## src/sv/sha256sh_pkg.sv

```systemverilog
// ---------------------------------------------------------------------------
// SHA-256 stream hasher package
// Command and status types, round constants and the round functions.
// ---------------------------------------------------------------------------
`timescale 1ns / 1ps

package sha256sh_pkg;

  localparam logic [5:0] BLOCK_LAST = 6'd63;
  localparam logic [5:0] LEN_POS    = 6'd56;
  localparam logic [7:0] PAD_BYTE   = 8'h80;

  localparam logic [31:0] INIT_H [8] = '{
    32'h6a09e667, 32'hbb67ae85, 32'h3c6ef372, 32'ha54ff53a,
    32'h510e527f, 32'h9b05688c, 32'h1f83d9ab, 32'h5be0cd19
  };

  localparam logic [31:0] ROUND_K [64] = '{
    32'h428a2f98, 32'h71374491, 32'hb5c0fbcf, 32'he9b5dba5,
    32'h3956c25b, 32'h59f111f1, 32'h923f82a4, 32'hab1c5ed5,
    32'hd807aa98, 32'h12835b01, 32'h243185be, 32'h550c7dc3,
    32'h72be5d74, 32'h80deb1fe, 32'h9bdc06a7, 32'hc19bf174,
    32'he49b69c1, 32'hefbe4786, 32'h0fc19dc6, 32'h240ca1cc,
    32'h2de92c6f, 32'h4a7484aa, 32'h5cb0a9dc, 32'h76f988da,
    32'h983e5152, 32'ha831c66d, 32'hb00327c8, 32'hbf597fc7,
    32'hc6e00bf3, 32'hd5a79147, 32'h06ca6351, 32'h14292967,
    32'h27b70a85, 32'h2e1b2138, 32'h4d2c6dfc, 32'h53380d13,
    32'h650a7354, 32'h766a0abb, 32'h81c2c92e, 32'h92722c85,
    32'ha2bfe8a1, 32'ha81a664b, 32'hc24b8b70, 32'hc76c51a3,
    32'hd192e819, 32'hd6990624, 32'hf40e3585, 32'h106aa070,
    32'h19a4c116, 32'h1e376c08, 32'h2748774c, 32'h34b0bcb5,
    32'h391c0cb3, 32'h4ed8aa4a, 32'h5b9cca4f, 32'h682e6ff3,
    32'h748f82ee, 32'h78a5636f, 32'h84c87814, 32'h8cc70208,
    32'h90befffa, 32'ha4506ceb, 32'hbef9a3f7, 32'hc67178f2
  };

  typedef enum logic [1:0] {
    SRC_MSG,
    SRC_PAD,
    SRC_ZERO,
    SRC_LEN
  } src_t;

  typedef struct packed {
    logic       push;
    src_t       src;
    logic       load_v;
    logic       round;
    logic [5:0] rnd;
    logic       add;
    logic       out_shift;
    logic [2:0] out_idx;
  } cmd_t;

  typedef struct packed {
    logic fill_last;
    logic fill_at_len;
  } sts_t;

  function automatic logic [31:0] big_sigma0(input logic [31:0] x);
    return {x[1:0], x[31:2]} ^ {x[12:0], x[31:13]} ^ {x[21:0], x[31:22]};
  endfunction

  function automatic logic [31:0] big_sigma1(input logic [31:0] x);
    return {x[5:0], x[31:6]} ^ {x[10:0], x[31:11]} ^ {x[24:0], x[31:25]};
  endfunction

  function automatic logic [31:0] small_sigma0(input logic [31:0] x);
    return {x[6:0], x[31:7]} ^ {x[17:0], x[31:18]} ^ {3'b000, x[31:3]};
  endfunction

  function automatic logic [31:0] small_sigma1(input logic [31:0] x);
    return {x[16:0], x[31:17]} ^ {x[18:0], x[31:19]} ^ {10'b0, x[31:10]};
  endfunction

endpackage

```

## src/sv/sha256sh_ctrl.sv

```systemverilog
// ---------------------------------------------------------------------------
// SHA-256 stream hasher controller
// Sequences byte intake, padding, compression rounds and digest output.
// ---------------------------------------------------------------------------
`timescale 1ns / 1ps

module sha256sh_ctrl (
  input  logic                clk,
  input  logic                rst,
  input  logic                msg_valid,
  input  logic                byte_present,
  input  logic                end_of_message,
  input  logic                dig_stall,
  input  sha256sh_pkg::sts_t  sts,
  output logic                msg_stall,
  output logic                dig_valid,
  output logic [2:0]          word_index,
  output logic                last_word,
  output sha256sh_pkg::cmd_t  cmd
);
  import sha256sh_pkg::*;

  typedef enum logic [2:0] {
    ST_IDLE,
    ST_PAD80,
    ST_ZERO,
    ST_LEN,
    ST_COMP,
    ST_ADD,
    ST_OUT
  } state_t;

  state_t     state;
  state_t     ret;
  logic [5:0] rnd;
  logic [2:0] out_idx;
  logic       last;
  logic       in_acc;
  logic       out_acc;

  assign msg_stall  = (state != ST_IDLE);
  assign dig_valid  = (state == ST_OUT);
  assign word_index = out_idx;
  assign last_word  = last;
  assign in_acc     = msg_valid & ~msg_stall;
  assign out_acc    = dig_valid & ~dig_stall;

  always_comb begin
    cmd           = '0;
    cmd.src       = SRC_MSG;
    cmd.rnd       = rnd;
    cmd.out_idx   = out_idx;
    unique case (state)
      ST_IDLE: begin
        cmd.push = in_acc & byte_present;
      end
      ST_PAD80: begin
        cmd.push = 1'b1;
        cmd.src  = SRC_PAD;
      end
      ST_ZERO: begin
        cmd.push = ~sts.fill_at_len;
        cmd.src  = SRC_ZERO;
      end
      ST_LEN: begin
        cmd.push = 1'b1;
        cmd.src  = SRC_LEN;
      end
      ST_COMP: cmd.round = 1'b1;
      ST_ADD:  cmd.add = 1'b1;
      ST_OUT:  cmd.out_shift = out_acc;
      default: cmd.push = 1'b0;
    endcase
    cmd.load_v = cmd.push & sts.fill_last;
  end

  always_ff @(posedge clk) begin
    if (rst) begin
      state   <= ST_IDLE;
      ret     <= ST_IDLE;
      rnd     <= '0;
      out_idx <= '0;
      last    <= 1'b0;
    end else begin
      unique case (state)
        ST_IDLE: begin
          if (in_acc) begin
            if (byte_present && sts.fill_last) begin
              state <= ST_COMP;
              ret   <= end_of_message ? ST_PAD80 : ST_IDLE;
              rnd   <= '0;
            end else if (end_of_message) begin
              state <= ST_PAD80;
            end
          end
        end
        ST_PAD80: begin
          if (sts.fill_last) begin
            state <= ST_COMP;
            ret   <= ST_ZERO;
            rnd   <= '0;
          end else begin
            state <= ST_ZERO;
          end
        end
        ST_ZERO: begin
          if (sts.fill_at_len) begin
            state <= ST_LEN;
          end else if (sts.fill_last) begin
            state <= ST_COMP;
            ret   <= ST_ZERO;
            rnd   <= '0;
          end
        end
        ST_LEN: begin
          if (sts.fill_last) begin
            state <= ST_COMP;
            ret   <= ST_OUT;
            rnd   <= '0;
          end
        end
        ST_COMP: begin
          rnd <= rnd + 6'd1;
          if (rnd == BLOCK_LAST) begin
            state <= ST_ADD;
          end
        end
        ST_ADD: begin
          state   <= ret;
          out_idx <= '0;
          last    <= 1'b0;
        end
        ST_OUT: begin
          if (out_acc) begin
            out_idx <= out_idx + 3'd1;
            last    <= (out_idx == 3'd6);
            if (last) begin
              state <= ST_IDLE;
            end
          end
        end
        default: state <= ST_IDLE;
      endcase
    end
  end

endmodule

```

## src/sv/sha256sh_dp.sv

```systemverilog
// ---------------------------------------------------------------------------
// SHA-256 stream hasher datapath
// Block words with sliding schedule, round registers, chain words, length.
// ---------------------------------------------------------------------------
`timescale 1ns / 1ps

module sha256sh_dp (
  input  logic                clk,
  input  logic                rst,
  input  sha256sh_pkg::cmd_t  cmd,
  input  logic [7:0]          msg_byte,
  output sha256sh_pkg::sts_t  sts,
  output logic [31:0]         digest_word
);
  import sha256sh_pkg::*;

  logic [31:0] w [16];
  logic [31:0] v [8];
  logic [31:0] h [8];
  logic [5:0]  fill;
  logic [63:0] bit_len;
  logic [7:0]  push_byte;
  logic [31:0] t1;
  logic [31:0] t2;
  logic [31:0] ch;
  logic [31:0] maj;
  logic [31:0] w_new;

  assign sts.fill_last   = (fill == BLOCK_LAST);
  assign sts.fill_at_len = (fill == LEN_POS);
  assign digest_word     = h[0];

  always_comb begin
    unique case (cmd.src)
      SRC_MSG:  push_byte = msg_byte;
      SRC_PAD:  push_byte = PAD_BYTE;
      SRC_ZERO: push_byte = 8'h00;
      SRC_LEN:  push_byte = bit_len[63:56];
      default:  push_byte = 8'h00;
    endcase
  end

  always_comb begin
    ch    = (v[4] & v[5]) ^ (~v[4] & v[6]);
    maj   = (v[0] & v[1]) ^ (v[0] & v[2]) ^ (v[1] & v[2]);
    t1    = v[7] + big_sigma1(v[4]) + ch + ROUND_K[cmd.rnd] + w[0];
    t2    = big_sigma0(v[0]) + maj;
    w_new = small_sigma1(w[14]) + w[9] + small_sigma0(w[1]) + w[0];
  end

  // block words and working variables
  always_ff @(posedge clk) begin
    if (cmd.push) begin
      w[fill[5:2]][{~fill[1:0], 3'b000} +: 8] <= push_byte;
    end
    if (cmd.load_v) begin
      v <= h;
    end
    if (cmd.round) begin
      for (int k = 0; k < 15; k++) begin
        w[k] <= w[k + 1];
      end
      w[15] <= w_new;
      v[7] <= v[6];
      v[6] <= v[5];
      v[5] <= v[4];
      v[4] <= v[3] + t1;
      v[3] <= v[2];
      v[2] <= v[1];
      v[1] <= v[0];
      v[0] <= t1 + t2;
    end
  end

  // chain words, fill count, length
  always_ff @(posedge clk) begin
    if (rst) begin
      h       <= INIT_H;
      fill    <= '0;
      bit_len <= '0;
    end else begin
      if (cmd.push) begin
        fill <= fill + 6'd1;
        if (cmd.src == SRC_MSG) begin
          bit_len <= bit_len + 64'd8;
        end else if (cmd.src == SRC_LEN) begin
          bit_len <= {bit_len[55:0], 8'h00};
        end
      end
      if (cmd.add) begin
        for (int k = 0; k < 8; k++) begin
          h[k] <= h[k] + v[k];
        end
      end
      // digest leaves from h[0]; initial values refill from the top
      if (cmd.out_shift) begin
        for (int k = 0; k < 7; k++) begin
          h[k] <= h[k + 1];
        end
        h[7] <= INIT_H[cmd.out_idx];
      end
    end
  end

endmodule

```

## src/sv/sha256_stream_hasher_unit.sv

```systemverilog
// ---------------------------------------------------------------------------
// SHA-256 stream hasher
// Byte-wide streaming SHA-256 with padding and an eight-word digest output.
// ---------------------------------------------------------------------------
// A byte word is taken while msg_stall is low. The byte that completes a
// 64-byte block is followed by msg_stall high for 64 compression rounds, one
// per cycle through a single round unit, and then the chain update. An
// end-of-message word then brings the pad and length bytes (9 to 72 bytes),
// one or two further compressions, and eight digest words, H0 first, each
// held while dig_stall is high. No input word is taken while padding,
// compressing or emitting the digest.
`timescale 1ns / 1ps

module sha256_stream_hasher_unit (
  input  logic        clk,
  input  logic        rst,
  input  logic        msg_valid,
  output logic        msg_stall,
  input  logic [7:0]  msg_byte,
  input  logic        byte_present,
  input  logic        end_of_message,
  output logic        dig_valid,
  input  logic        dig_stall,
  output logic [31:0] digest_word,
  output logic [2:0]  word_index,
  output logic        last_word
);
  import sha256sh_pkg::*;

  cmd_t cmd;
  sts_t sts;

  sha256sh_ctrl u_ctrl (
    .clk            (clk),
    .rst            (rst),
    .msg_valid      (msg_valid),
    .byte_present   (byte_present),
    .end_of_message (end_of_message),
    .dig_stall      (dig_stall),
    .sts            (sts),
    .msg_stall      (msg_stall),
    .dig_valid      (dig_valid),
    .word_index     (word_index),
    .last_word      (last_word),
    .cmd            (cmd)
  );

  sha256sh_dp u_dp (
    .clk         (clk),
    .rst         (rst),
    .cmd         (cmd),
    .msg_byte    (msg_byte),
    .sts         (sts),
    .digest_word (digest_word)
  );

endmodule

```

## config.mk

```make
export PLATFORM = sky130hd
export DESIGN_NAME = sha256_stream_hasher_unit
export DESIGN_NICKNAME = d
export VERILOG_FILES = /design/src/sv/sha256sh_pkg.sv /design/src/sv/sha256sh_ctrl.sv /design/src/sv/sha256sh_dp.sv /design/src/sv/sha256_stream_hasher_unit.sv
export SDC_FILE = /design/constraint.sdc
export NUM_CORES = 2
export LEC_CHECK = 0
export BUFFER_PORTS_ARGS = -buffer_cell sky130_fd_sc_hd__buf_2
export CORE_ASPECT_RATIO = 0.5
export CORE_MARGIN = 4
export CORE_UTILIZATION = 40
export CTS_BUF_LIST = sky130_fd_sc_hd__clkbuf_4
export DETAILED_ROUTE_END_ITERATION = 10
export PLACE_DENSITY = 0.66
export SLEW_MARGIN = 10
export SYNTH_ARGS = -nofsm -noshare
export SYNTH_HDL_FRONTEND = slang
export SYNTH_HIERARCHICAL = 1
export SYNTH_SLANG_ARGS = --single-unit
```

## constraint.sdc

```tcl
create_clock -name clk -period 11.8 [get_ports clk]
set_input_delay 3.54 -clock clk [delete_from_list [all_inputs] [get_ports clk]]
set_output_delay 3.54 -clock clk [all_outputs]
set_load 0.005 [all_outputs]
```

Word level (Yosys, flattened, before mapping)
Memories as Yosys holds them, arrays and structs flattened.
Index checks and enable logic that the tools add are counted.
W data, S select, Z words.
{ "classes": {"add_sub_neg": 23, "magnitude_cmp": 2, "n_eq_ne": 21, "shifts": 2, "n_mux": 49, "n_bitwise": 27, "reduce_logical": 17} }
{ "ops": {"columns": ["cell", "count"], "rows": [
  ["$mux W256", 4],
  ["$add A32 B32 Y32", 18],
  ["$xor A32 B32 Y32", 9],
  ["$mux W32", 7],
  ["$and A32 B32 Y32", 5],
  ["$mux W64", 2],
  ["$add A64 B4 Y64 const B", 1],
  ["$mux W3", 15],
  ["$not A32 Y32", 1],
  ["$pmux W8 S4", 1],
  ["$reduce_or A32 Y1", 1],
  ["$shift A8 B7 Y32 const A", 1],
  ["$shiftx A8 B7 Y32", 1],
  ["$xor A32 B22 Y32", 1],
  ["$xor A32 B29 Y32", 1],
  ["$mux W6", 4],
  ["$pmux W6 S4", 1],
  ["$pmux W3 S7", 1],
  ["$eq A6 B6 Y1 const B", 3],
  ["$add A6 B1 Y6 const B", 2],
  ["$eq A3 B3 Y1 const B", 4],
  ["$pmux W3 S4", 1],
  ["$reduce_and A5 Y1", 2],
  ["$mux W1", 8],
  ["other kinds (30)", 47]
]} }
{ "word_totals": {"ff_bits": 598, "ram_bits": 512, "romBits": 2304, "input_bits": 14, "out_inout_bits": 38, "wordCells": 167, "mem_count": 3} }
{ "mem_list": {"columns": ["memory", "words", "word_bits", "rd", "rd_ports_with_merged_regs", "write_ports", "line_no", "text"], "rows": [
  ["(name not given)", 64, 32, 1, 0, 0, "sha256sh_dp.sv:46", "t1 = v[7] + big_sigma1(v[4]) + ch + ROUND_K[cmd.rnd] + w[0];"],
  ["u_dp.w", 16, 32, 16, 0, 16, "sha256sh_dp.sv:17", "logic [31:0] w [16];"],
  ["(name not given)", 8, 32, 1, 0, 0, "sha256sh_dp.sv:100", "h[7] <= INIT_H[cmd.out_idx];"]
]} }

Depth between registers and ports, before layout
{ "logic_depth": {"depth_word": 8, "depth_mapped": 41, "mapped_depth_nobuf": 39} }

Cells and area by module
Netlist, hierarchy kept.
{ "by_module_without_submodules": {"columns": ["mod", "n_inst", "cells_per_inst", "area_per_inst_um2", "seq_area_each_um2"], "rows": [
  ["sha256sh_dp", 1, 7500, 73964.7, 29528.3],
  ["sha256sh_ctrl", 1, 125, 1021.0, 320.3]
]} }

Worst setup path before layout
Ideal clock, no wire load.
{ "synth_path": {"path_kind": "register to register", "from": "register u_ctrl.rnd[1]", "to": "register u_dp/v[253] (netlist name) (data pin)", "setup_ns": 0.260, "arrival_time_ns": 8.044, "t_required_ns": 11.540, "slack_ns": 3.496, "stages_incl_launch_ff": 40, "path_buffers": 2, "period_less_slack_ns": 8.304, "path_cell_list": "dfxtp_1 -> clkbuf_1 -> inv_1 -> ha_1 -> clkbuf_1 -> nor2_1 -> o21ai_0 -> o21ai_0 -> mux4_2 -> fa_1 -> fa_1 -> inv_1 -> ha_1 -> inv_1 -> fa_1 -> nor2b_1 -> o31a_1 -> nor2_1 -> (+4 left out) -> nor2b_1 -> o21ai_0 -> nand2b_1 -> xnor2_1 -> fa_1 -> inv_1 -> ha_1 -> and4_1 -> nand3_1 -> nor2_1 -> a211oi_1 -> nand3_1 -> a21o_1 -> a41o_1 -> a21o_1 -> a21oi_1 -> xnor2_1 -> mux2_2"} }
{ "synth_between": {"elab_chain_len": 8} }
{ "synth_lines": {"columns": ["item", "line_no", "text"], "rows": [
  ["from (decl)", "sha256sh_ctrl.sv:35", "logic [5:0] rnd;"],
  ["from (signal assigned)", "sha256sh_ctrl.sv:123", "rnd <= rnd + 6'd1;"],
  ["$not A6 Y7 (not written as such)", "sha256sh_dp.sv:46", null],
  ["$mem_v2 Z64 W32", null, null],
  ["$mux W32 (not written as such) (2 in a row)", "sha256sh_dp.sv:46", null],
  ["$add A32 B32 Y32 (2 in a row)", "sha256sh_dp.sv:46", null],
  ["$add A32 B32 Y32", "sha256sh_dp.sv:71", "v[0] <= t1 + t2;"],
  ["$mux W256", "sha256sh_dp.sv:59", "if (cmd.round) begin"],
  ["to (signal assigned)", "sha256sh_dp.sv:57", "v <= h;"],
  ["to (decl)", "sha256sh_dp.sv:18", "logic [31:0] v [8];"]
]} }
No other way between the ends. The select of a mux whose other input is x is not followed.
A chain may end at the register's enable or synchronous reset.

Worst setup path in the final report
Ends and elaborated chain as after synthesis.

==> summary.md <==
| Metric | Value |
|---|---|
| DRC | `0` |
| Share of cells above drive strength 1 | `12.4%` |
| Ys Warns | `6` |
| Number of H-tree levels | `5` |
| CP max-delay cell | `dfxtp_1` |
| Slew Limit Headroom | `11.8%` |
| RD Place Congestion | `just under 1` |
| CTS tree | `done` |
| Largest net degree at the start of global routing | `between 200 and 250` |
| Clock transition at path regs | `0.08 ns` |
| Die outline height | `between 300 and 400 microns` |
| Via density | `5.81` |
| Worst r2r src | `u_ctrl/rnd[1]` |
| Fmax | `99.9 MHz` |
| DRT Pass-1 Iters | `6` |
| Final hold vios | `0` |
| Final Slew Violations | `0` |
| Crit path to | `u_dp/v[253]` |
| Final HPWL DP | `172,000 microns` |
| Synth Flop Type | `edfxtp_1` |
| Root buffer cell | `clkbuf_4` |
| Starting Density | `40.2%` |
| Reg2reg end | `u_dp/v[253]` |
| Worst min path class | `reg2reg` |
| Critical Path Source | `u_ctrl/rnd[1]` |
| Total of max-cap violations | `0` |
| Post-synth cell types | `102` |
| GRT Overall Usage | `23.9%` |
| Critical path data required time | `12.69 ns` |
| Post-Synthesis Cells | `7,625` |
| Die ar. | `195,000 sq um` |
| Period utilisation layout | `about 85%` |
| Routed wire length | `240,000 microns` |
| Initial antenna violation count | `3` |
| R2R setup slack | `1.79 ns` |
| Slew @ Worst Pin | `1.32 ns` |
| Fill count | `17,900` |
| Layout Area Growth over Synthesis | `8.42%` |
| Endpoints failing setup | `0` |
| First-pass GRT wire length | `about 360,000 microns` |
| RSZ-0062 raised after global routing | `false` |
| Most frequent cells in the layout | `edfxtp_1, a21o_1, a21oi_1, nand2_1, nor2_1` |
| Routed length per instance | `23.2 microns` |
| Mapped cell area | `75,000 sq um` |
| Clock sink count | `1,107` |
| Postcts setup bufs | `0` |
| Delay of the slowest critical-path stage | `0.81 ns` |
| IO Pins | `52` |
| #FFs+latches synth | `1,107` |
| WS Path Type | `reg2reg` |
| CP endpoint kind | `flip-flop` |
| Port Buffer Count | `51` |
| Worst setup SP type | `flip-flop` |
| Sequential cell area | `29,900 sq um` |
| Worst Hold Depth | `1` |
| CTS-repair resized insts | `0` |
| Nets | `~8,200` |
| Sequential fraction of the synthesis area | `39.8%` |
| Core area | `186,000 sq um` |
| Status | `finished, final reports clean` |
| Syn Nets | `8,239` |
| Most common cell after layout, fill and taps aside | `edfxtp_1` |
| Vias in the first global route | `57,400` |
| Post-synth EDFFs | `768` |
| Crit-path max FO | `21` |
| CTS buffer count | `286` |
| DR vias | `60,100` |
| Arrival time at the worst endpoint | `10.89 ns` |
| Max Root-Sink Buffers | `4` |
| # rows | `112` |
| Routed Antenna Nets | `0` |
| Hold-fix buffers at CTS | `0` |
| Max Clock Skew | `0.101 ns` |
| Tmin final | `10.01 ns` |
| Register-to-Register Path Depth | `37` |
| Area of the multi-input gates | `42,000 sq um` |
| Die W | `620 microns` |
| Asr flop ratio synth | `0%` |
| Initial DRC Count | `~5,900` |
| Syn avg cell area | `9.83 sq um` |
| Setup TNS | `0 ns` |
| Total grt overflow | `0` |
| Insertion delay to the later sink of the worst-skew pair | `1.21 ns` |
| Cell mode on critical path | `inv_1` |
synth_stat cells, types with 239 or more instances:
| cell type | count | share of area, % |
|---|---|---|
| o21ai_0 | 418 | 2.8 |
| nand2_1 | 614 | 3.1 |
| ha_1 | 405 | 6.8 |
| edfxtp_1 | 768 | 31 |
| xnor2_1 | 404 | 4.7 |
| a21oi_1 | 637 | 4.3 |
| mux2_2 | 239 | 3.6 |
| inv_1 | 343 | 1.7 |
| a21o_1 | 674 | 6.7 |
| dfxtp_1 | 339 | 9.1 |
| clkbuf_1 | 374 | 1.9 |
| nor2_1 | 482 | 2.4 |
how the worst min path moves through the flow:
stage | from | end | slack [ns]
after floorplan | u_ctrl/ret[0] | u_ctrl/ret[0] | 0.43
after global placement | u_ctrl/ret[0] | u_ctrl/ret[0] | 0.44
after detailed placement | u_ctrl/ret[0] | u_ctrl/ret[0] | 0.44
after CTS | u_dp/w[7][15] | u_dp/w[6][15] | 0.42
after global routing | u_dp/w[7][15] | u_dp/w[6][15] | 0.47
final | u_dp/w[7][15] | u_dp/w[6][15] | 0.45
logic make-up after synthesis:
kind of cell / count (synthesis) / share of synthesized area, %
adder cells (fa/ha/maj): 613 / 12.1
flip-flops: 1107 / 39.8
AND/OR/NAND/NOR: 1749 / 10.7
AO/OA/AOI/OAI: 2420 / 21.1
buffers and inverters: 811 / 4.25
XOR/XNOR: 578 / 6.78
multiplexers: 347 / 5.23
per-stage QoR:
step / hold slack [ns] / utilization [%] / setup WS (ns) / instance area (sq um) / cells
after floorplan: 0.427 / - / 3.50 / 75000 / 7625
after global placement: 0.436 / 41.6 / 2.09 / 77500 / 9836
after detailed placement: 0.443 / 41.6 / 2.04 / 77500 / 9836
after CTS: 0.423 / 43.6 / 1.96 / 81300 / 10300
after global routing: 0.467 / 43.6 / 1.31 / 81300 / 10300
final: 0.447 / 43.6 / 1.79 / 81300 / 10300
registers in the layout (all words and copies together), names as in the netlist:
name,flops
u_ctrl/word_index,3
u_ctrl/rnd,6
u_dp/bit_len,61
u_dp/v,256
u_ctrl/last_word,1
u_dp/digest_word,32
u_dp/h,224
u_dp/w,512
u_ctrl/state,3
u_dp/fill,6
u_ctrl/ret,3
critical path, delay by kind of cell, from the launching register on:
family	cells	cell delay, ns
AO/OA/AOI/OAI	11	2.53
XOR/XNOR	2	0.40
adder cells (fa/ha/maj)	7	2.84
buffers and inverters	5	0.84
flip-flops	1	0.81
multiplexers	2	0.81
AND/OR/NAND/NOR	10	1.48
final cells by class:
type,count,area share (%)
multi-input cells,5707,51.7
flip-flops and latches,1107,36.7
clock buffers,446,4.12
well taps,2508,3.86
inverters,350,1.65
repair buffers,164,1.43
clock inverters,62,0.545
diodes,5,0.0154
layer usage:
metal | vias up | GRT usage (%) | part of all wire (%) | wire, microns
met3 | 437 | 3.23 | 7.0 | 16900
met2 | 2396 | 37.7 | 45 | 108000
met4 | 0 | 8.58 | 3.7 | 8770
li1 | 27900 | - | - | -
met1 | 29400 | 33.5 | 44 | 106000
met5 | - | 0 | 0 | 0
Power is left out: the tool's default activity adds up to more than one toggle a clock period on the data nets, which glitch-free logic cannot reach.
